**src/rtl/vcc_pkg.sv**
```systemverilog
// ----------------------------------------------------------------------------
// vcc_pkg
// Types and constants shared by the vending credit controller modules.
// ----------------------------------------------------------------------------
package vcc_pkg;

  localparam int unsigned ACTION_W   = 2;
  localparam int unsigned COIN_W     = 10;
  localparam int unsigned SLOT_W     = 2;
  localparam int unsigned QTY_W      = 7;
  localparam int unsigned PRICE_W    = 10;
  localparam int unsigned REPORT_W   = 16;

  localparam logic [COIN_W-1:0]   COIN_LIMIT  = 10'd500;
  localparam logic [REPORT_W-1:0] REPORT_MAX  = 16'hFFFF;

  localparam logic [SLOT_W-1:0]   SLOT_NONE   = 2'd0;
  localparam logic [SLOT_W-1:0]   SLOT_ONE    = 2'd1;
  localparam logic [SLOT_W-1:0]   SLOT_TWO    = 2'd2;

  localparam logic [QTY_W-1:0]    STOCK_ONE_RESET = 7'd10;
  localparam logic [QTY_W-1:0]    STOCK_TWO_RESET = 7'd15;
  localparam logic [PRICE_W-1:0]  COST_ONE_RESET  = 10'd100;
  localparam logic [PRICE_W-1:0]  COST_TWO_RESET  = 10'd125;

  typedef enum logic [ACTION_W-1:0] {
    ACT_COIN    = 2'd0,
    ACT_CHANGE  = 2'd1,
    ACT_SELECT  = 2'd2,
    ACT_RESTOCK = 2'd3
  } action_t;

  typedef struct packed {
    action_t              action;
    logic [COIN_W-1:0]    coin_cents;
    logic [SLOT_W-1:0]    slot;
    logic [QTY_W-1:0]     new_quantity;
    logic [PRICE_W-1:0]   new_price_cents;
  } item_t;

  typedef struct packed {
    logic                 change_valid;
    logic [REPORT_W-1:0]  change_cents;
    logic                 vend_valid;
    logic [SLOT_W-1:0]    vend_slot;
    logic [REPORT_W-1:0]  balance_cents;
    logic                 done_res;
  } result_t;

endpackage

```
**src/rtl/vcc_if.sv**
```systemverilog
// ----------------------------------------------------------------------------
// vcc_item_if / vcc_result_if
// Valid/ready channels for requests into and results out of the controller.
// ----------------------------------------------------------------------------
interface vcc_item_if import vcc_pkg::*; ();
  logic                 valid;
  logic                 ready;
  logic [ACTION_W-1:0]  action;
  logic [COIN_W-1:0]    coin_cents;
  logic [SLOT_W-1:0]    slot;
  logic [QTY_W-1:0]     new_quantity;
  logic [PRICE_W-1:0]   new_price_cents;

  modport source (
    output valid, action, coin_cents, slot, new_quantity, new_price_cents,
    input  ready
  );
  modport sink (
    input  valid, action, coin_cents, slot, new_quantity, new_price_cents,
    output ready
  );
endinterface

interface vcc_result_if import vcc_pkg::*; ();
  logic                 valid;
  logic                 ready;
  logic                 change_valid;
  logic [REPORT_W-1:0]  change_cents;
  logic                 vend_valid;
  logic [SLOT_W-1:0]    vend_slot;
  logic [REPORT_W-1:0]  balance_cents;
  logic                 done_res;

  modport source (
    output valid, change_valid, change_cents, vend_valid, vend_slot,
           balance_cents, done_res,
    input  ready
  );
  modport sink (
    input  valid, change_valid, change_cents, vend_valid, vend_slot,
           balance_cents, done_res,
    output ready
  );
endinterface

```
**src/rtl/vcc_in_reg.sv**
```systemverilog
// ----------------------------------------------------------------------------
// vcc_in_reg
// Input register: captures one request per cycle while the pipeline advances.
// ----------------------------------------------------------------------------
module vcc_in_reg import vcc_pkg::*; (
  input  logic  clk,
  input  logic  rst,
  input  logic  advance,
  input  logic  in_valid,
  input  item_t in_item,
  output logic  item_vld,
  output item_t item_q
);

  always_ff @(posedge clk) begin
    if (rst) begin
      item_vld <= 1'b0;
    end else if (advance) begin
      item_vld <= in_valid;
    end
  end

  always_ff @(posedge clk) begin
    if (advance && in_valid) begin
      item_q <= in_item;
    end
  end

endmodule

```
**src/rtl/vcc_core.sv**
```systemverilog
// ----------------------------------------------------------------------------
// vcc_core
// Credit, stock and price registers with the single-pass update logic.
// ----------------------------------------------------------------------------
module vcc_core import vcc_pkg::*; #(
  parameter int unsigned BALANCE_BITS = 16
) (
  input  logic    clk,
  input  logic    rst,
  input  logic    fire,
  input  item_t   item,
  output result_t res
);

  localparam int unsigned WIDE_W = (BALANCE_BITS > REPORT_W) ? BALANCE_BITS : REPORT_W;
  localparam logic [BALANCE_BITS-1:0] CREDIT_MAX = {BALANCE_BITS{1'b1}};

  logic [BALANCE_BITS-1:0] credit, credit_next;
  logic [QTY_W-1:0]        stock_one, stock_one_next;
  logic [QTY_W-1:0]        stock_two, stock_two_next;
  logic [PRICE_W-1:0]      cost_one, cost_one_next;
  logic [PRICE_W-1:0]      cost_two, cost_two_next;

  logic [BALANCE_BITS:0]   coin_sum;
  logic                    coin_ok;
  logic [BALANCE_BITS-1:0] cost_ext;
  logic [QTY_W-1:0]        stock_sel;
  logic                    can_vend;
  logic [WIDE_W-1:0]       credit_wide, next_wide;
  logic [REPORT_W-1:0]     credit_rep, next_rep;

  assign coin_sum  = {1'b0, credit} + (BALANCE_BITS+1)'(item.coin_cents);
  assign coin_ok   = (item.coin_cents != '0) && (item.coin_cents < COIN_LIMIT);
  assign cost_ext  = BALANCE_BITS'((item.slot == SLOT_TWO) ? cost_two : cost_one);
  assign stock_sel = (item.slot == SLOT_TWO) ? stock_two : stock_one;
  assign can_vend  = ((item.slot == SLOT_ONE) || (item.slot == SLOT_TWO)) &&
                     (credit >= cost_ext) && (stock_sel != '0);

  // outputs report at most 16 bits, saturating a wider balance
  assign credit_wide = WIDE_W'(credit);
  assign next_wide   = WIDE_W'(credit_next);
  assign credit_rep  = (credit_wide > WIDE_W'(REPORT_MAX)) ? REPORT_MAX : credit_wide[REPORT_W-1:0];
  assign next_rep    = (next_wide > WIDE_W'(REPORT_MAX)) ? REPORT_MAX : next_wide[REPORT_W-1:0];

  always_comb begin
    credit_next    = credit;
    stock_one_next = stock_one;
    stock_two_next = stock_two;
    cost_one_next  = cost_one;
    cost_two_next  = cost_two;
    res            = '0;
    res.done_res   = 1'b1;
    unique case (item.action)
      ACT_COIN: begin
        if (coin_ok) begin
          credit_next = coin_sum[BALANCE_BITS] ? CREDIT_MAX : coin_sum[BALANCE_BITS-1:0];
        end
      end
      ACT_CHANGE: begin
        res.change_valid = 1'b1;
        res.change_cents = credit_rep;
        credit_next      = '0;
      end
      ACT_SELECT: begin
        if (can_vend) begin
          credit_next    = credit - cost_ext;
          res.vend_valid = 1'b1;
          res.vend_slot  = item.slot;
          if (item.slot == SLOT_ONE) begin
            stock_one_next = stock_one - QTY_W'(1);
          end else begin
            stock_two_next = stock_two - QTY_W'(1);
          end
        end
      end
      ACT_RESTOCK: begin
        res.done_res = 1'b0;
        if (item.slot == SLOT_ONE) begin
          stock_one_next = item.new_quantity;
          cost_one_next  = item.new_price_cents;
        end else if (item.slot == SLOT_TWO) begin
          stock_two_next = item.new_quantity;
          cost_two_next  = item.new_price_cents;
        end
      end
      default: ;
    endcase
    res.balance_cents = next_rep;
  end

  always_ff @(posedge clk) begin
    if (rst) begin
      credit    <= '0;
      stock_one <= STOCK_ONE_RESET;
      stock_two <= STOCK_TWO_RESET;
      cost_one  <= COST_ONE_RESET;
      cost_two  <= COST_TWO_RESET;
    end else if (fire) begin
      credit    <= credit_next;
      stock_one <= stock_one_next;
      stock_two <= stock_two_next;
      cost_one  <= cost_one_next;
      cost_two  <= cost_two_next;
    end
  end

endmodule

```
**src/rtl/vcc_out_reg.sv**
```systemverilog
// ----------------------------------------------------------------------------
// vcc_out_reg
// Result register: holds one result until the receiver takes it.
// ----------------------------------------------------------------------------
module vcc_out_reg import vcc_pkg::*; (
  input  logic    clk,
  input  logic    rst,
  input  logic    res_in_vld,
  input  result_t res_in,
  input  logic    out_ready,
  output logic    advance,
  output logic    res_vld,
  output result_t res_q
);

  // whole pipeline moves when the result slot is free or being drained
  assign advance = !res_vld || out_ready;

  always_ff @(posedge clk) begin
    if (rst) begin
      res_vld <= 1'b0;
    end else if (advance) begin
      res_vld <= res_in_vld;
    end
  end

  always_ff @(posedge clk) begin
    if (advance && res_in_vld) begin
      res_q <= res_in;
    end
  end

endmodule

```
**src/rtl/vending_credit_controller_unit.sv**
```systemverilog
// ----------------------------------------------------------------------------
// vending_credit_controller_unit
// Two-slot vending controller keeping a credit balance, prices and stock.
// ----------------------------------------------------------------------------
// Requests arrive on the items channel (coin, return change, select, restock)
// and each one yields exactly one result on the results channel: change paid,
// slot vended, balance after the request and a done flag.
// The input register takes each request at the accepting edge, and the update
// logic then loads its result into the result register when the pipeline
// advances again.
// Throughput is one request per cycle while results drain; the limit is the
// single add, subtract or compare on the credit register, updated per request.
// Reset clears the credit to zero and loads the default stock (10 and 15) and
// prices (100 and 125 cents); both pipeline stages come up empty.
// When the receiver stalls, the result register holds its result and the
// input register holds its request; items.ready drops until results drain.
// Balances wider than 16 bits are reported saturated at 65535.
// ----------------------------------------------------------------------------
module vending_credit_controller_unit import vcc_pkg::*; #(
  parameter int unsigned BALANCE_BITS = 16
) (
  input  logic               clk,
  input  logic               rst,
  vcc_item_if.sink           items,
  vcc_result_if.source       results
);

  logic    advance;
  logic    item_vld;
  item_t   in_item;
  item_t   item_q;
  result_t res;
  result_t res_q;
  logic    res_vld;

  assign in_item.action          = action_t'(items.action);
  assign in_item.coin_cents      = items.coin_cents;
  assign in_item.slot            = items.slot;
  assign in_item.new_quantity    = items.new_quantity;
  assign in_item.new_price_cents = items.new_price_cents;

  assign items.ready = advance;

  vcc_in_reg u_in_reg (
    .clk      (clk),
    .rst      (rst),
    .advance  (advance),
    .in_valid (items.valid),
    .in_item  (in_item),
    .item_vld (item_vld),
    .item_q   (item_q)
  );

  vcc_core #(
    .BALANCE_BITS (BALANCE_BITS)
  ) u_core (
    .clk  (clk),
    .rst  (rst),
    .fire (advance && item_vld),
    .item (item_q),
    .res  (res)
  );

  vcc_out_reg u_out_reg (
    .clk        (clk),
    .rst        (rst),
    .res_in_vld (item_vld),
    .res_in     (res),
    .out_ready  (results.ready),
    .advance    (advance),
    .res_vld    (res_vld),
    .res_q      (res_q)
  );

  assign results.valid         = res_vld;
  assign results.change_valid  = res_q.change_valid;
  assign results.change_cents  = res_q.change_cents;
  assign results.vend_valid    = res_q.vend_valid;
  assign results.vend_slot     = res_q.vend_slot;
  assign results.balance_cents = res_q.balance_cents;
  assign results.done_res      = res_q.done_res;

endmodule

```
**src/flat_wrapper.sv**
```systemverilog
// flat-port wrapper written by rule: the top's interface ports become plain ports
module vending_credit_controller_unit_flat import vcc_pkg::*;
#(
  parameter int unsigned BALANCE_BITS = 16
)
  (clk, rst, items_valid, items_action, items_coin_cents, items_slot, items_new_quantity, items_new_price_cents, items_ready, results_valid, results_change_valid, results_change_cents, results_vend_valid, results_vend_slot, results_balance_cents, results_done_res, results_ready);
  vcc_item_if items_i ();
  vcc_result_if results_i ();
  input  logic clk;
  input  logic rst;
  input wire logic [$bits(items_i.valid)-1:0] items_valid;
  input wire logic [$bits(items_i.action)-1:0] items_action;
  input wire logic [$bits(items_i.coin_cents)-1:0] items_coin_cents;
  input wire logic [$bits(items_i.slot)-1:0] items_slot;
  input wire logic [$bits(items_i.new_quantity)-1:0] items_new_quantity;
  input wire logic [$bits(items_i.new_price_cents)-1:0] items_new_price_cents;
  output wire logic [$bits(items_i.ready)-1:0] items_ready;
  output wire logic [$bits(results_i.valid)-1:0] results_valid;
  output wire logic [$bits(results_i.change_valid)-1:0] results_change_valid;
  output wire logic [$bits(results_i.change_cents)-1:0] results_change_cents;
  output wire logic [$bits(results_i.vend_valid)-1:0] results_vend_valid;
  output wire logic [$bits(results_i.vend_slot)-1:0] results_vend_slot;
  output wire logic [$bits(results_i.balance_cents)-1:0] results_balance_cents;
  output wire logic [$bits(results_i.done_res)-1:0] results_done_res;
  input wire logic [$bits(results_i.ready)-1:0] results_ready;
  assign items_i.valid = items_valid;
  assign items_i.action = items_action;
  assign items_i.coin_cents = items_coin_cents;
  assign items_i.slot = items_slot;
  assign items_i.new_quantity = items_new_quantity;
  assign items_i.new_price_cents = items_new_price_cents;
  assign items_ready = items_i.ready;
  assign results_valid = results_i.valid;
  assign results_change_valid = results_i.change_valid;
  assign results_change_cents = results_i.change_cents;
  assign results_vend_valid = results_i.vend_valid;
  assign results_vend_slot = results_i.vend_slot;
  assign results_balance_cents = results_i.balance_cents;
  assign results_done_res = results_i.done_res;
  assign results_i.ready = results_ready;
  vending_credit_controller_unit #(.BALANCE_BITS(BALANCE_BITS)) u_core (.clk(clk), .rst(rst), .items(items_i), .results(results_i));
endmodule
```
**config.mk**
```make
export PLATFORM = sky130hd
export DESIGN_NAME = vending_credit_controller_unit_flat
export DESIGN_NICKNAME = d
export VERILOG_FILES = /design/src/rtl/vcc_pkg.sv /design/src/rtl/vcc_if.sv /design/src/rtl/vcc_in_reg.sv /design/src/rtl/vcc_core.sv /design/src/rtl/vcc_out_reg.sv /design/src/rtl/vending_credit_controller_unit.sv /design/src/flat_wrapper.sv
export SDC_FILE = /design/constraint.sdc
export NUM_CORES = 1
export LEC_CHECK = 0
export ABC_AREA = 1
export BUFFER_PORTS_ARGS = -buffer_cell sky130_fd_sc_hd__clkbuf_2
export CORE_MARGIN = 1.5
export CORE_UTILIZATION = 55
export CTS_CLUSTER_DIAMETER = 40
export DETAILED_ROUTE_END_ITERATION = 8
export PLACE_DENSITY = 0.76
export SLEW_MARGIN = 25
export SYNTH_ARGS = -nofsm -noshare
export SYNTH_HDL_FRONTEND = slang
export SYNTH_SLANG_ARGS = --single-unit
```
**constraint.sdc**
```tcl
create_clock -name clk -period 5.4 [get_ports clk]
set_input_delay 0.27 -clock clk [delete_from_list [all_inputs] [get_ports clk]]
set_output_delay 0.27 -clock clk [all_outputs]
set_load 0.03 [all_outputs]
```
==> results of run 1 <==
worst max-delay path by stage:
stage,cells after the start,slack [ps],end,start
final,21,1950,u_core.u_core.credit[5],u_core.u_in_reg.item_q[17]
after global routing,21,1540,u_core.u_core.credit[5],u_core.u_in_reg.item_q[17]
after CTS,21,1950,u_core.u_core.credit[5],u_core.u_in_reg.item_q[17]
after detailed placement,19,1980,u_core.u_out_reg.res_q[6],u_core.u_in_reg.item_q[17]
after global placement,19,2120,u_core.u_out_reg.res_q[1],u_core.u_in_reg.item_q[17]
after floorplan,22,2410,u_core.u_core.credit[2],u_core.u_in_reg.item_q[17]
final cells by class:
| class | count | area share |
|---|---|---|
| clock buffers | 20 | 0.05780 |
| clock inverters | 12 | 0.01298 |
| inverters | 113 | 0.05432 |
| multi-input cells | 625 | 0.4109 |
| flip-flops and latches | 120 | 0.3902 |
| well taps | 168 | 0.02660 |
| repair buffers | 74 | 0.04719 |
synthesized netlist by cell type, drive strengths merged, types with 5 or more instances:
library cell and instances:
a21oi 48, ha 24, dfxtp 52, clkbuf 13, o211ai 5, nand3 86
o21ai 47, mux2i 8, xnor2 8, inv 112, nand2 236, nand4 21
edfxtp 68, xor2 8, a21o 5, nor2 112, buf 10
logic make-up (layout without fill, tap and decap cells):
group / count (synthesis) / count (layout) / share of synthesized area
simple gates: 463 / 463 / 0.3002
xor+xnor: 16 / 16 / 0.02041
fa+ha+maj: 26 / 26 / 0.04957
flops: 120 / 120 / 0.4491
mux: 8 / 8 / 0.01166
compound gates: 112 / 112 / 0.09040
buf+inv: 136 / 219 / 0.07873
layer usage:
| metal | up-vias | part of all wire | GRT usage |
|---|---|---|---|
| met5 | - | 0 | 0 |
| met4 | 0 | 0.016 | 0.09877 |
| met3 | 16 | 0.068 | 0.05241 |
| met2 | 213 | 0.46 | 0.4060 |
| met1 | 2666 | 0.45 | 0.3445 |
| li1 | 3039 | - | - |
metrics by stage:
step,hold slack (ps),instances
after CTS,4.866,1132
after floorplan,368.9,881
after global routing,5.051,1132
after global placement,439.6,1100
final,17.54,1132
after detailed placement,443.9,1100
state kept, by name, summed over array words and instances (netlist names):
signal and count:
u_core.u_out_reg.res_q 37, u_core.u_in_reg.item_q 31, u_core.u_core.credit 16, u_core.u_core.cost_one 10, u_core.u_core.cost_two 10, u_core.u_core.stock_one 7, u_core.u_core.stock_two 7, u_core.u_in_reg.item_vld 1
u_core.u_out_reg.res_vld 1
worst max-delay path, stage by stage, from the launching register on:
cell and delay, ps:
sky130_fd_sc_hd__edfxtp_1 380, sky130_fd_sc_hd__inv_1 90, sky130_fd_sc_hd__ha_1 590, sky130_fd_sc_hd__inv_1 220, sky130_fd_sc_hd__nand2_1 100, sky130_fd_sc_hd__nand2_1 50
sky130_fd_sc_hd__ha_1 170, sky130_fd_sc_hd__inv_1 140, sky130_fd_sc_hd__fa_1 270, sky130_fd_sc_hd__nand2_1 70, sky130_fd_sc_hd__nand2_1 120, sky130_fd_sc_hd__nand3_2 90
sky130_fd_sc_hd__nand2_2 90, sky130_fd_sc_hd__nand2_2 60, sky130_fd_sc_hd__nand2_4 80, sky130_fd_sc_hd__nand3b_4 150, sky130_fd_sc_hd__nand2_4 130, sky130_fd_sc_hd__nand2_1 170
sky130_fd_sc_hd__nand2_1 150, sky130_fd_sc_hd__nand3_1 90, sky130_fd_sc_hd__nand2_1 100, sky130_fd_sc_hd__inv_1 40
report_power, final:
group	switching (mW)	internal (mW)	total, mW
combinational	0.286	0.134	0.420
clock	0.395	0.650	1.05
sequential	0.0351	1.02	1.05
total	0.717	1.80	2.52
==> impl.org, run 1 <==
** Status
- The run finished with clean final reports.

** Floorplanning
- DIE WIDTH :: 114.7 µm
- The floorplan step set the die height to 114.7 µm.
- Core Rows :: 40
- Area enclosed by the die boundary :: around 13,000 µm²
- The initial utilization of the core area, before any placement, comes to 0.5668.
- Area of the core :: 12,110 µm²
- In this run the count of I/O pins placed on the die edge is 74.

** CTS
- Hold Buf Count CTS :: 0
- Clock sink total :: 120
- Deepest clock path buffer count :: 2
- Gates resized during post-CTS repair numbered 0.
- In this run the number of H-tree levels came out at 4.
- TritonCTS clock tree :: built
- Number of buffers created by CTS :: 17
- Clock latency on the worst-skew pair :: between 400 and 500 ps
- Buffers added to address setup during post-CTS repair amount to 0.
- Clk slew on worst S/H paths :: 60 ps
- Root Buffer :: sky130_fd_sc_hd__clkbuf_16

** Placement
- Routability-driven placement finished with a final weighted congestion of 0.9135.
- During placement, the flow inserted port buffers numbering 73.
- The placed instances occupy a cell area of 7342 µm².
- Detailed placement ended at an HPWL of 11,460 µm.
- Worst setup slack before clock tree synthesis :: ~2000 ps

** Synth
- Net count after synthesis :: approximately 940
- The cell count after synthesis came out at around 880.
- Of the post-synthesis cell area, the dominant cell type holds 0.2974.
- Number of different library cells in the post-synthesis netlist :: between 40 and 50
- Count of flip-flops with a built-in enable after synthesis :: 68
- For this run, the number of Yosys warnings is 0.
- Mean instance size in the synthesized netlist :: 7.793 µm²
- Sorting the synthesized cells by area gives the leading types as sky130_fd_sc_hd__edfxtp_1, sky130_fd_sc_hd__dfxtp_1, sky130_fd_sc_hd__nand2_1, sky130_fd_sc_hd__nand3_1, sky130_fd_sc_hd__nor2_1.
- Synthesis-stage register bit count :: between 100 and 150
- The biggest area contributor in the post-synthesis netlist is sky130_fd_sc_hd__edfxtp_1.
- After synthesis the cells add up to 6865 µm².
- Share of synthesized area occupied by flip-flops and latches :: 0.4491
- Synth Flop Type :: sky130_fd_sc_hd__edfxtp_1
- FFs w/ async S/R, synth :: 0

** Detailed routing
- The detail route stage leaves a number of antenna-violating nets equal to 0.
- The first detailed-routing pass took 7 iterations.
- Drt drc :: 0
- Detail-routed net length per standard cell :: 13.81 µm
- Wires add up to 15,640 µm.
- Dividing the detail-routed via count by the number of cells gives 5.242.
- Vias after detailed routing :: 5,934
- In this run, the number of DRC markers left after iteration 0 of detailed routing was 465.

** Worst setup path
- The worst setup path is captured at a register.
- In this run the critical register-to-register path is captured at u_core.u_core.credit[5].
- CP Data Arrival Time :: 3770 ps
- Along the worst path, the maximum fanout reaches 14.
- Worst reg2reg setup slack :: 1950 ps
- Counting cells, the worst reg-to-reg path comes to 21.
- Worst EP required :: 5720 ps
- Beginning of the worst register-to-register path :: u_core.u_in_reg.item_q[17]
- The critical path is of the reg2reg type.
- Launching element type of the critical path :: register

** STA
- Summed negative setup slack over all endpoints :: 0 ps
- Measured against its own limit, the worst slew margin works out to 0.3879.
- Number of max-slew violations in the final report :: 0
- Of the available clock period, the critical path in the final layout requires 0.6389.
- On the final layout, the worst clock skew is between 8 and 9 ps.
- Final setup vio count :: 0
- The hold violation total from the final report was 0.
- Setup repair after global routing left no endpoint under its margin.
- In the post-route analysis, the smallest setup slack over all paths is around 2000 ps.
- For the pin with the worst max-slew slack, the measured transition is between 900 and 1000 ps.
- Static timing analysis puts the maximum clock frequency at 289.9 MHz.
- The routed design could run at a clock period as short as between 3000 and 4000 ps.

** Global routing
- Entering global routing, the biggest net connects 56 pins.
- Overflow after GRT :: 0
- Global-route usage over all layers :: 0.2550
- The number of global-route vias before repair came to roughly 5,400.
- Wire length of the first global-routing pass :: 25,920 µm
- Number of antenna violations at the first check in global routing :: 0

** Min path
- Hold Startpoint :: items_new_price_cents[8]
- Along the worst hold path, the cell count comes to 1.
- Kind of path behind the tightest hold check :: in2reg
- WHS Endpoint :: u_core.u_in_reg.item_q[8]

** Power and ir drop
- VDD sags by at most 0.2185 mV.
- Power, Total :: approximately 2.5 mW
- Power per standard cell area :: between 300 and 400 nW/µm²
- Leakage :: 3.691 nW

** Layout
- Summing all non-filler instances in the final layout gives an area of 7901 µm².
- Leading cell type in the layout, fill and taps excluded :: sky130_fd_sc_hd__nand2_1
- In the final layout, the multi-input gates occupy about 3200 µm².
- The filler cells instantiated in the layout total 1,056.
- # diodes :: 0
- At the end of the flow, the number of nets in the layout was 1,012.
- The sequential cells in the finished layout cover a total of 3083 µm².
- Highest-count cells in the layout ignoring fill and taps :: sky130_fd_sc_hd__nand2_1, sky130_fd_sc_hd__nor2_1, sky130_fd_sc_hd__inv_1, sky130_fd_sc_hd__nand3_1, sky130_fd_sc_hd__clkbuf_2
- Final core occ :: 0.6524
- Compared with the post-synthesis result, the final layout area differs by 15.09%.
- Share of final-layout standard cells stronger than drive strength 1 :: 0.1452

** Job
- Count of max-cap constraint violations :: 0
No activity file was read; power rests on OpenSTA's default activity.
==> run 2, diff against run 1 <==
--- a/config.mk
+++ b/config.mk
@@ -8,10 +8,10 @@
 export ABC_AREA = 1
 export BUFFER_PORTS_ARGS = -buffer_cell sky130_fd_sc_hd__clkbuf_2
 export CORE_MARGIN = 1.5
-export CORE_UTILIZATION = 55
+export CORE_UTILIZATION = 54
 export CTS_CLUSTER_DIAMETER = 40
 export DETAILED_ROUTE_END_ITERATION = 8
-export PLACE_DENSITY = 0.76
+export PLACE_DENSITY = 0.78
 export SLEW_MARGIN = 25
 export SYNTH_ARGS = -nofsm -noshare
 export SYNTH_HDL_FRONTEND = slang
==> constraint.sdc (replaced) <==
create_clock -name clk -period 3 [get_ports clk]
set_input_delay 0.15 -clock clk [delete_from_list [all_inputs] [get_ports clk]]
set_output_delay 0.15 -clock clk [all_outputs]
set_load 0.03 [all_outputs]
==> impl.org, run 2 (synthesis gave the netlist of run 1 again) <==
** Floorplanning
- The starting density of the core is 0.5485 (-0.01836).
- DIE WIDTH :: 115.8 µm (+0.90%)
- Core Rows :: 41 (+2.5%)
- Area of the core :: 12,520 µm² (+3.3%)
- The vertical extent of the die came to 115.8 µm (+0.90%).
- The area of the die is 13,400 µm² (+1.8%).
- Number of I/O pins :: 74 (unchanged)

** STA
- The final setup violation count is 0 (unchanged).
- Period utilisation layout :: 0.9531 (+0.3142)
- The total count of max-transition violations in the final report is 0 (unchanged).
- Worst Tran Pin Value :: 1110 ps (+192.9 ps)
- The worst setup slack after layout came to 140.7 ps (-1809 ps).
- Fin. Hold Viols :: 0 (unchanged)
- Shortest clock period the worst path allows after layout :: 2859 ps (-590.7 ps)
- The summed negative setup slack over all endpoints was 0 ps (unchanged).
- Maximum clock rate :: 349.7 MHz (+21%)
- The normalized max-slew margin came to 0.2572 (-0.1306).
- The final clock skew was 7.356 ps (-1.134 ps).

** Detailed routing
- Post-detailed-route count of antenna-violating nets :: 0 (unchanged)
- The overall via count from detail_route was 6,227 (+4.9%).
- The final routed wirelength across all metal layers came to 16,490 µm (+5.5%).
- Drt drc :: 0 (unchanged)
- Number of iterations in the first detailed-routing pass :: 5 (-2)
- The ratio of routed vias to standard cells came to 5.277 (+0.67%).
- Detail-routed net length per standard cell :: 13.98 µm (+1.2%)
- Starting DRC count in detailed routing :: 588 (+26%)

** Layout
- Final core occ :: 0.6739 (+0.02155)
- Share of final-layout standard cells stronger than drive strength 1 :: 0.1587 (+0.01350)
- Ranked by flip-flop count, first place goes to u_core.u_out_reg.res_q.
- # diodes :: 0 (unchanged)
- Area taken by flip-flops and latches :: 3083 µm² (unchanged)
- The number of nets in the final layout was 1,056 (+4.3%).
- Combined area of the multi-input logic cells :: 3316 µm² (+2.1%)
- The number of flip-flops in the largest register was 37 (unchanged).
- The largest registers in the layout are u_core.u_out_reg.res_q x37, u_core.u_in_reg.item_q x31, u_core.u_core.credit x16.
- Number of cells in the finished layout apart from fillers :: 1,180 (+4.2%)
- Highest-count cells in the layout ignoring fill and taps :: sky130_fd_sc_hd__nand2_1, sky130_fd_sc_hd__nor2_1, sky130_fd_sc_hd__inv_1, sky130_fd_sc_hd__nand3_1, sky130_fd_sc_hd__clkbuf_2
- Fill cell total of the finished layout :: 1,036 (-1.9%)
- Leaving out fill and tap cells, the most frequent cell in the layout is sky130_fd_sc_hd__nand2_1.
- The area growth from synthesis to layout is 22.87%.

** Worst setup path
- Walking the worst path, the cells encountered are inv_2 > ha_4 > buf_12 > mux2i_2 > ha_2 > nand2_2 > inv_1 > a21oi_1 > nand2_2 > nand2_2 > nand2_4 > nand3b_4 > buf_4 > nand2_1 > nand3_1 > nand3_1.
- Cell with the biggest individual delay on the critical path :: sky130_fd_sc_hd__edfxtp_1
- Launching element type of the critical path :: register
- Top fanout value on the critical path :: 9 (-5)
- By instance count, the cell type seen most on the critical path is sky130_fd_sc_hd__nand2_2.
- The stage delay of the slowest cell on the critical path came to 410 ps (-180 ps).
- Endpoint kind of the worst setup timing path :: register
- The required time of the worst setup path came to 3160 ps (-2560 ps).
- The data arrival time of the critical path was 3020 ps (-750 ps).
- Critical Setup Path Class :: reg2reg

** Status
- Status :: completed

** Power and ir drop
- The overall power consumption came to 4.741 mW (+88%).
- Leakage :: 3.910 nW (+5.9%)
- The worst voltage drop across the vdd grid is 0.4476 mV (+100%).
- The power per cell area is 562.0 nW/µm² (+76%).

** CTS
- Deepest clock path buffer count :: 2 (unchanged)
- The clock transition time at the flip-flop clock pins of the worst setup and hold paths is 50 ps (about the same).
- Root Buffer :: sky130_fd_sc_hd__clkbuf_16
- The number of buffers added by the clock tree synthesis step is 17 (unchanged).
- TritonCTS clock tree :: built
- The number of clock sinks was 120 (unchanged).
- Clock latency on the worst-skew pair :: 420 ps (about the same)
- Number of H-tree levels :: 4 (unchanged)

** Global routing
- Global-route usage over all layers :: 0.2566 (+0.001570)
- Wire length of the first global-routing pass :: 26,430 µm (+2.0%)
- Number of antenna violations at the first check in global routing :: 0 (unchanged)
- Largest net degree at the start of global routing :: 54 (-3.6%)
- Number of global-route vias before repair :: 5,589 (+4.1%)
- The total congestion overflow is 0 (unchanged).

** Placement
- The placer congestion estimate is 0.9618 (+5.3%).
- The total instance count after detailed placement was 1,112 (+1.1%).
- The count of input and output buffers came to 73 (unchanged).
- Placed wire-length estimate after detailed placement :: 11,630 µm (+1.4%)
- The pre-CTS setup slack was 119.6 ps (-1861 ps).

** Min path
- Kind of path behind the tightest hold check :: in2reg

** Job
- Count of max-cap constraint violations :: 0 (unchanged)
run 2: critical path: cells and delay by family (launching register included):
family          cells  cell delay (ps)
mux                 1              230
compound gates      1              210
simple gates        8              730
fa+ha+maj           2              520
flops               1              410
buf+inv             4              480
run 2: path summary, 6_finish.rpt:
| kind | slack, ps | cells past startpoint | from | end |
|---|---|---|---|---|
| min reg2reg | 450 | 2 | u_core.u_core.cost_two[0] | u_core.u_core.cost_two[0] |
| max | 140 | 16 | u_core.u_in_reg.item_q[17] | u_core.u_out_reg.res_q[10] |
| max reg2reg | 140 | 16 | u_core.u_in_reg.item_q[17] | u_core.u_out_reg.res_q[10] |
| min | 60 | 4 | results_ready | u_core.u_in_reg.item_vld |
run 2: power breakdown:
| group | leakage (nW) | switching [mW] | total, mW | internal [mW] |
|---|---|---|---|---|
| clock network | 0.288 | 0.691 | 2.00 | 1.31 |
| registers | 1.08 | 0.0644 | 1.90 | 1.84 |
| logic | 2.54 | 0.545 | 0.839 | 0.294 |
| total | 3.91 | 1.30 | 4.74 | 3.44 |
run 2: final cells by class:
class / count / area share
clock buffer: 24 / 0.05859
clock inverter: 8 / 0.01098
inverter: 113 / 0.05088
multi-input combinational: 626 / 0.3931
sequential: 120 / 0.3655
tap: 172 / 0.02551
timing repair buffer: 117 / 0.09552
run 2: what timing repair did:
action,in CTS,in global routing
endpoints found under the hold margin,32,0
buffers inserted,0,2
hold buffers,32,0
gates resized for setup,0,16
endpoints found under the setup margin,0,40
run 2: per-layer routing:
metal | vias to the layer above | track usage | wire length [µm]
met5 | - | 0 | 0
met4 | 0 | 0.1260 | 442
met3 | 35 | 0.06381 | 1239
met2 | 261 | 0.3968 | 7542
met1 | 2810 | 0.3384 | 7269
li1 | 3121 | - | -
run 2: metrics by stage:
stage	cell area, µm²	hold WS [ps]
3_3_place_gp	7420	326.6
3_5_place_dp	7420	328.6
5_1_grt	8436	97.83
4_1_cts	8327	49.49
6_report	8436	64.73
2_1_floorplan	6865	248.9
==> run 3, diff against run 2 <==
--- a/config.mk
+++ b/config.mk
@@ -11,6 +11,7 @@
 export CORE_UTILIZATION = 54
 export CTS_CLUSTER_DIAMETER = 40
 export DETAILED_ROUTE_END_ITERATION = 8
+export HOLD_SLACK_MARGIN = 0.1
 export PLACE_DENSITY = 0.78
 export SLEW_MARGIN = 25
 export SYNTH_ARGS = -nofsm -noshare
==> constraint.sdc (replaced) <==
create_clock -name clk -period 2.5 [get_ports clk]
set_input_delay 0.125 -clock clk [delete_from_list [all_inputs] [get_ports clk]]
set_output_delay 0.125 -clock clk [all_outputs]
set_load 0.03 [all_outputs]
==> impl.org, run 3 (synthesis gave the netlist of run 1 again) <==
** Status
- Status :: finished, violations left
- The checks that failed: negative setup slack.

** Layout
- More flip-flops sit in one register than any other, and that register is u_core.u_out_reg.res_q.
- The final standard cell utilization of the core is 0.7245 (+0.05058).
- Relative area change from synthesis to final layout :: 32.09%
- Leading cell type in the layout, fill and taps excluded :: sky130_fd_sc_hd__nand2_1
- The share of cells above drive strength 1 came to 0.2458 (+0.08703).
- The largest registers in the layout are u_core.u_out_reg.res_q x37, u_core.u_in_reg.item_q x31, u_core.u_core.credit x16.
- Max reg flops :: 37 (unchanged)
- Fill cell total of the finished layout :: 939 (-9.4%)
- # diodes :: 0 (unchanged)
- Final nets :: 1,110 (+5.1%)
- The library cells used most frequently in the layout, excluding fill and tap cells, are sky130_fd_sc_hd__nand2_1, sky130_fd_sc_hd__inv_1, sky130_fd_sc_hd__nor2_1, sky130_fd_sc_hd__nand3_1, sky130_fd_sc_hd__clkbuf_2.

** Job
- The number of violations of the max-capacitance limit is 0 (unchanged).

** Placement
- Number of buffers inserted by port buffering :: 73 (unchanged)
- The placer congestion estimate came to 0.9381 (-2.5%).
- Placed wire-length estimate after detailed placement :: 12,080 µm (+3.9%)

** CTS
- Clk slew on worst S/H paths :: 50 ps (about the same)
- Number of H-tree levels :: 4 (unchanged)
- TritonCTS clock tree :: built
- Root Buffer :: sky130_fd_sc_hd__clkbuf_16
- Clock sink total :: 120 (unchanged)
- The worst-case clock buffer depth was 2 (unchanged).
- The clock network latency to the later pin of the worst-skew pair is 420 ps (about the same).
- The number of buffers added by the clock tree synthesis step came to 17 (unchanged).

** STA
- RSZ-0062 raised after global routing :: true
- The actual slew at the worst max-slew pin was 800.7 ps (-309.4 ps).
- The final setup violation count is 49 (+49).
- The minimum period implied by the final worst setup slack is 2731 ps (-128.3 ps).
- The hold violation total from the final report was 0 (unchanged).
- Worst setup margin :: -231.0 ps (-371.7 ps)
- Worst relative slew slack :: 0.4642 (+0.2070)
- The fraction of the cycle the final worst path needs came to 1.092 (+0.1393).
- Number of max-slew violations in the final report :: 0 (unchanged)
- Final clock skew :: 9.434 ps (+2.079 ps)
- Maximum clock rate :: 366.2 MHz (+4.7%)

** Worst setup path
- Worst EP required :: 2790 ps (-370 ps)
- Cell with the biggest individual delay on the critical path :: sky130_fd_sc_hd__edfxtp_1
- The worst path buffer plus inverter count came to 4 (unchanged).
- CP max stage delay :: 440 ps (+30 ps)
- Dominant cell type by count on the critical path :: sky130_fd_sc_hd__nand2_4
- Launching element type of the critical path :: register
- Kind of cell adding the most delay to the critical path :: simple AND/OR/NAND/NOR gates
- Walking the worst path, the cells encountered are ha_4 > buf_8 > mux2i_2 > ha_1 > nand2_2 > nor2_4 > nand3_1 > nand2_1 > inv_2 > nand2_4 > nand2_4 > nor2_8 > nand2_4 > buf_4 > buf_12 > nor2_4.
- Top fanout value on the critical path :: 10 (+1)
- The worst setup path is of the reg2reg kind.
- Endpoint kind of the worst setup timing path :: register
- CP Data Arrival Time :: 3020 ps (about the same)

** Detailed routing
- Post-detailed-route count of antenna-violating nets :: 0 (unchanged)
- The number of violations reported at the end of detailed-routing iteration 0 was 522 (-11%).
- The count of TritonRoute iterations in the first routing pass is 5 (unchanged).
- The average detailed-routed wire length per instance is 14.38 µm (+2.9%).
- The final routed wirelength across all metal layers was 17,750 µm (+7.6%).
- The ratio of routed vias to standard cells was 5.301 (+0.46%).
- The overall via count from detail_route was 6,542 (+5.1%).
- The DRC violation count after routing is 0 (unchanged).

** Power and ir drop
- The power per cell area was 641.0 nW/µm² (+14%).
- Largest vdd supply drop :: 0.4439 mV (-0.83%)
- The leakage power came to 4.209 nW (+7.6%).
- Power, Total :: 5.813 mW (+23%)

** Global routing
- The pin count of the biggest net entering global routing is 50 (-7.4%).
- The first-pass GRT wire length is 28,550 µm (+8.0%).
- Number of global-route vias before repair :: 6,175 (+10%)
- Number of antenna violations at the first check in global routing :: 0 (unchanged)
- The combined global-route utilization of all metal layers came to 0.2772 (+0.02055).
- The total congestion overflow was 0 (unchanged).

** Floorplanning
- Core Rows :: 41 (unchanged)
- Area of the core :: 12,520 µm² (unchanged)
- Number of I/O pins :: 74 (unchanged)
- The horizontal die dimension is 115.8 µm (unchanged).
- The starting density of the core came to 0.5485 (unchanged).
- Area enclosed by the die boundary :: 13,400 µm² (unchanged)
- The vertical extent of the die was 115.8 µm (unchanged).

** Min path
- Kind of path behind the tightest hold check :: in2reg
## run 3: cell types whose count changed in the layout (fill, tap and decap cells not counted), sizes merged
cell and delta:
buf +52, bufinv -1, clkbuf -4, clkinv -2, clkinvlp +6, dlygate4sd3 +2, nand3 +2, nor2 -1
## run 3: final cells by class
type / instances / area [µm²] / area share
clock inverter: 11 / 95.09 / 0.01049
sequential: 120 / 3083 / 0.3400
multi-input combinational: 627 / 3527 / 0.3889
clock buffer: 21 / 491.7 / 0.05422
inverter: 113 / 431.7 / 0.04760
timing repair buffer: 170 / 1225 / 0.1351
tap: 172 / 215.2 / 0.02373
## run 3: path summary, 6_finish.rpt
kind	startpoint	end	slack, ps	depth (start not counted)
setup / recovery	u_core.u_in_reg.item_q[18]	u_core.u_out_reg.res_q[17]	-230	16
setup reg to reg	u_core.u_in_reg.item_q[18]	u_core.u_out_reg.res_q[17]	-230	16
hold / removal	rst	u_core.u_out_reg.res_vld	280	2
hold reg to reg	u_core.u_core.cost_two[6]	u_core.u_core.cost_two[6]	460	2
## run 3: worst reg2reg max path: stages, from the launching register on
cell and delay (ps):
sky130_fd_sc_hd__edfxtp_1 440, sky130_fd_sc_hd__ha_4 230, sky130_fd_sc_hd__buf_8 150, sky130_fd_sc_hd__mux2i_2 150, sky130_fd_sc_hd__ha_1 340, sky130_fd_sc_hd__nand2_2 110
sky130_fd_sc_hd__nor2_4 150, sky130_fd_sc_hd__nand3_1 90, sky130_fd_sc_hd__nand2_1 80, sky130_fd_sc_hd__inv_2 50, sky130_fd_sc_hd__nand2_4 90, sky130_fd_sc_hd__nand2_4 70
sky130_fd_sc_hd__nor2_8 170, sky130_fd_sc_hd__nand2_4 100, sky130_fd_sc_hd__buf_4 180, sky130_fd_sc_hd__buf_12 130, sky130_fd_sc_hd__nor2_4 80
## run 3: metal layers
metal	vias to the layer above	GRT usage	routed length (µm)
met4	0	0.1512	537
met1	2963	0.3392	7520
met5	-	0	0
li1	3251	-	-
met2	279	0.4501	8359
met3	49	0.07165	1327
## run 3: metrics by stage
stage	cells	hold slack (ps)	cell area, µm²	setup WS, ps	TNS [ps]
3_5_place_dp	1149	303.6	7720	-244.1	-5612
5_1_grt	1234	303.7	9069	-365.1	-14610
6_report	1234	278.6	9069	-231.0	-7031
4_1_cts	1224	244.8	8830	-127.0	-3804
3_3_place_gp	1149	301.3	7720	-151.2	-1968
2_1_floorplan	881	223.9	6895	-49.24	-240.8
## run 3: where the power goes
part	switching (mW)	total, mW	internal (mW)	leakage (nW)
Combinational	0.710	1.18	0.465	2.86
Sequential	0.0802	2.28	2.20	1.08
Clock	0.865	2.36	1.49	0.266
## run 3: timing repair
item / 4_1_cts / 5_1_grt
buffers inserted: 8 / 9
endpoints found under the setup margin: 49 / 49
resized for setup: 38 / 44
hold buffers: 34 / 0
endpoints found under the hold margin: 33 / 0
cloned: 1 / 1
pin swaps: 11 / 22
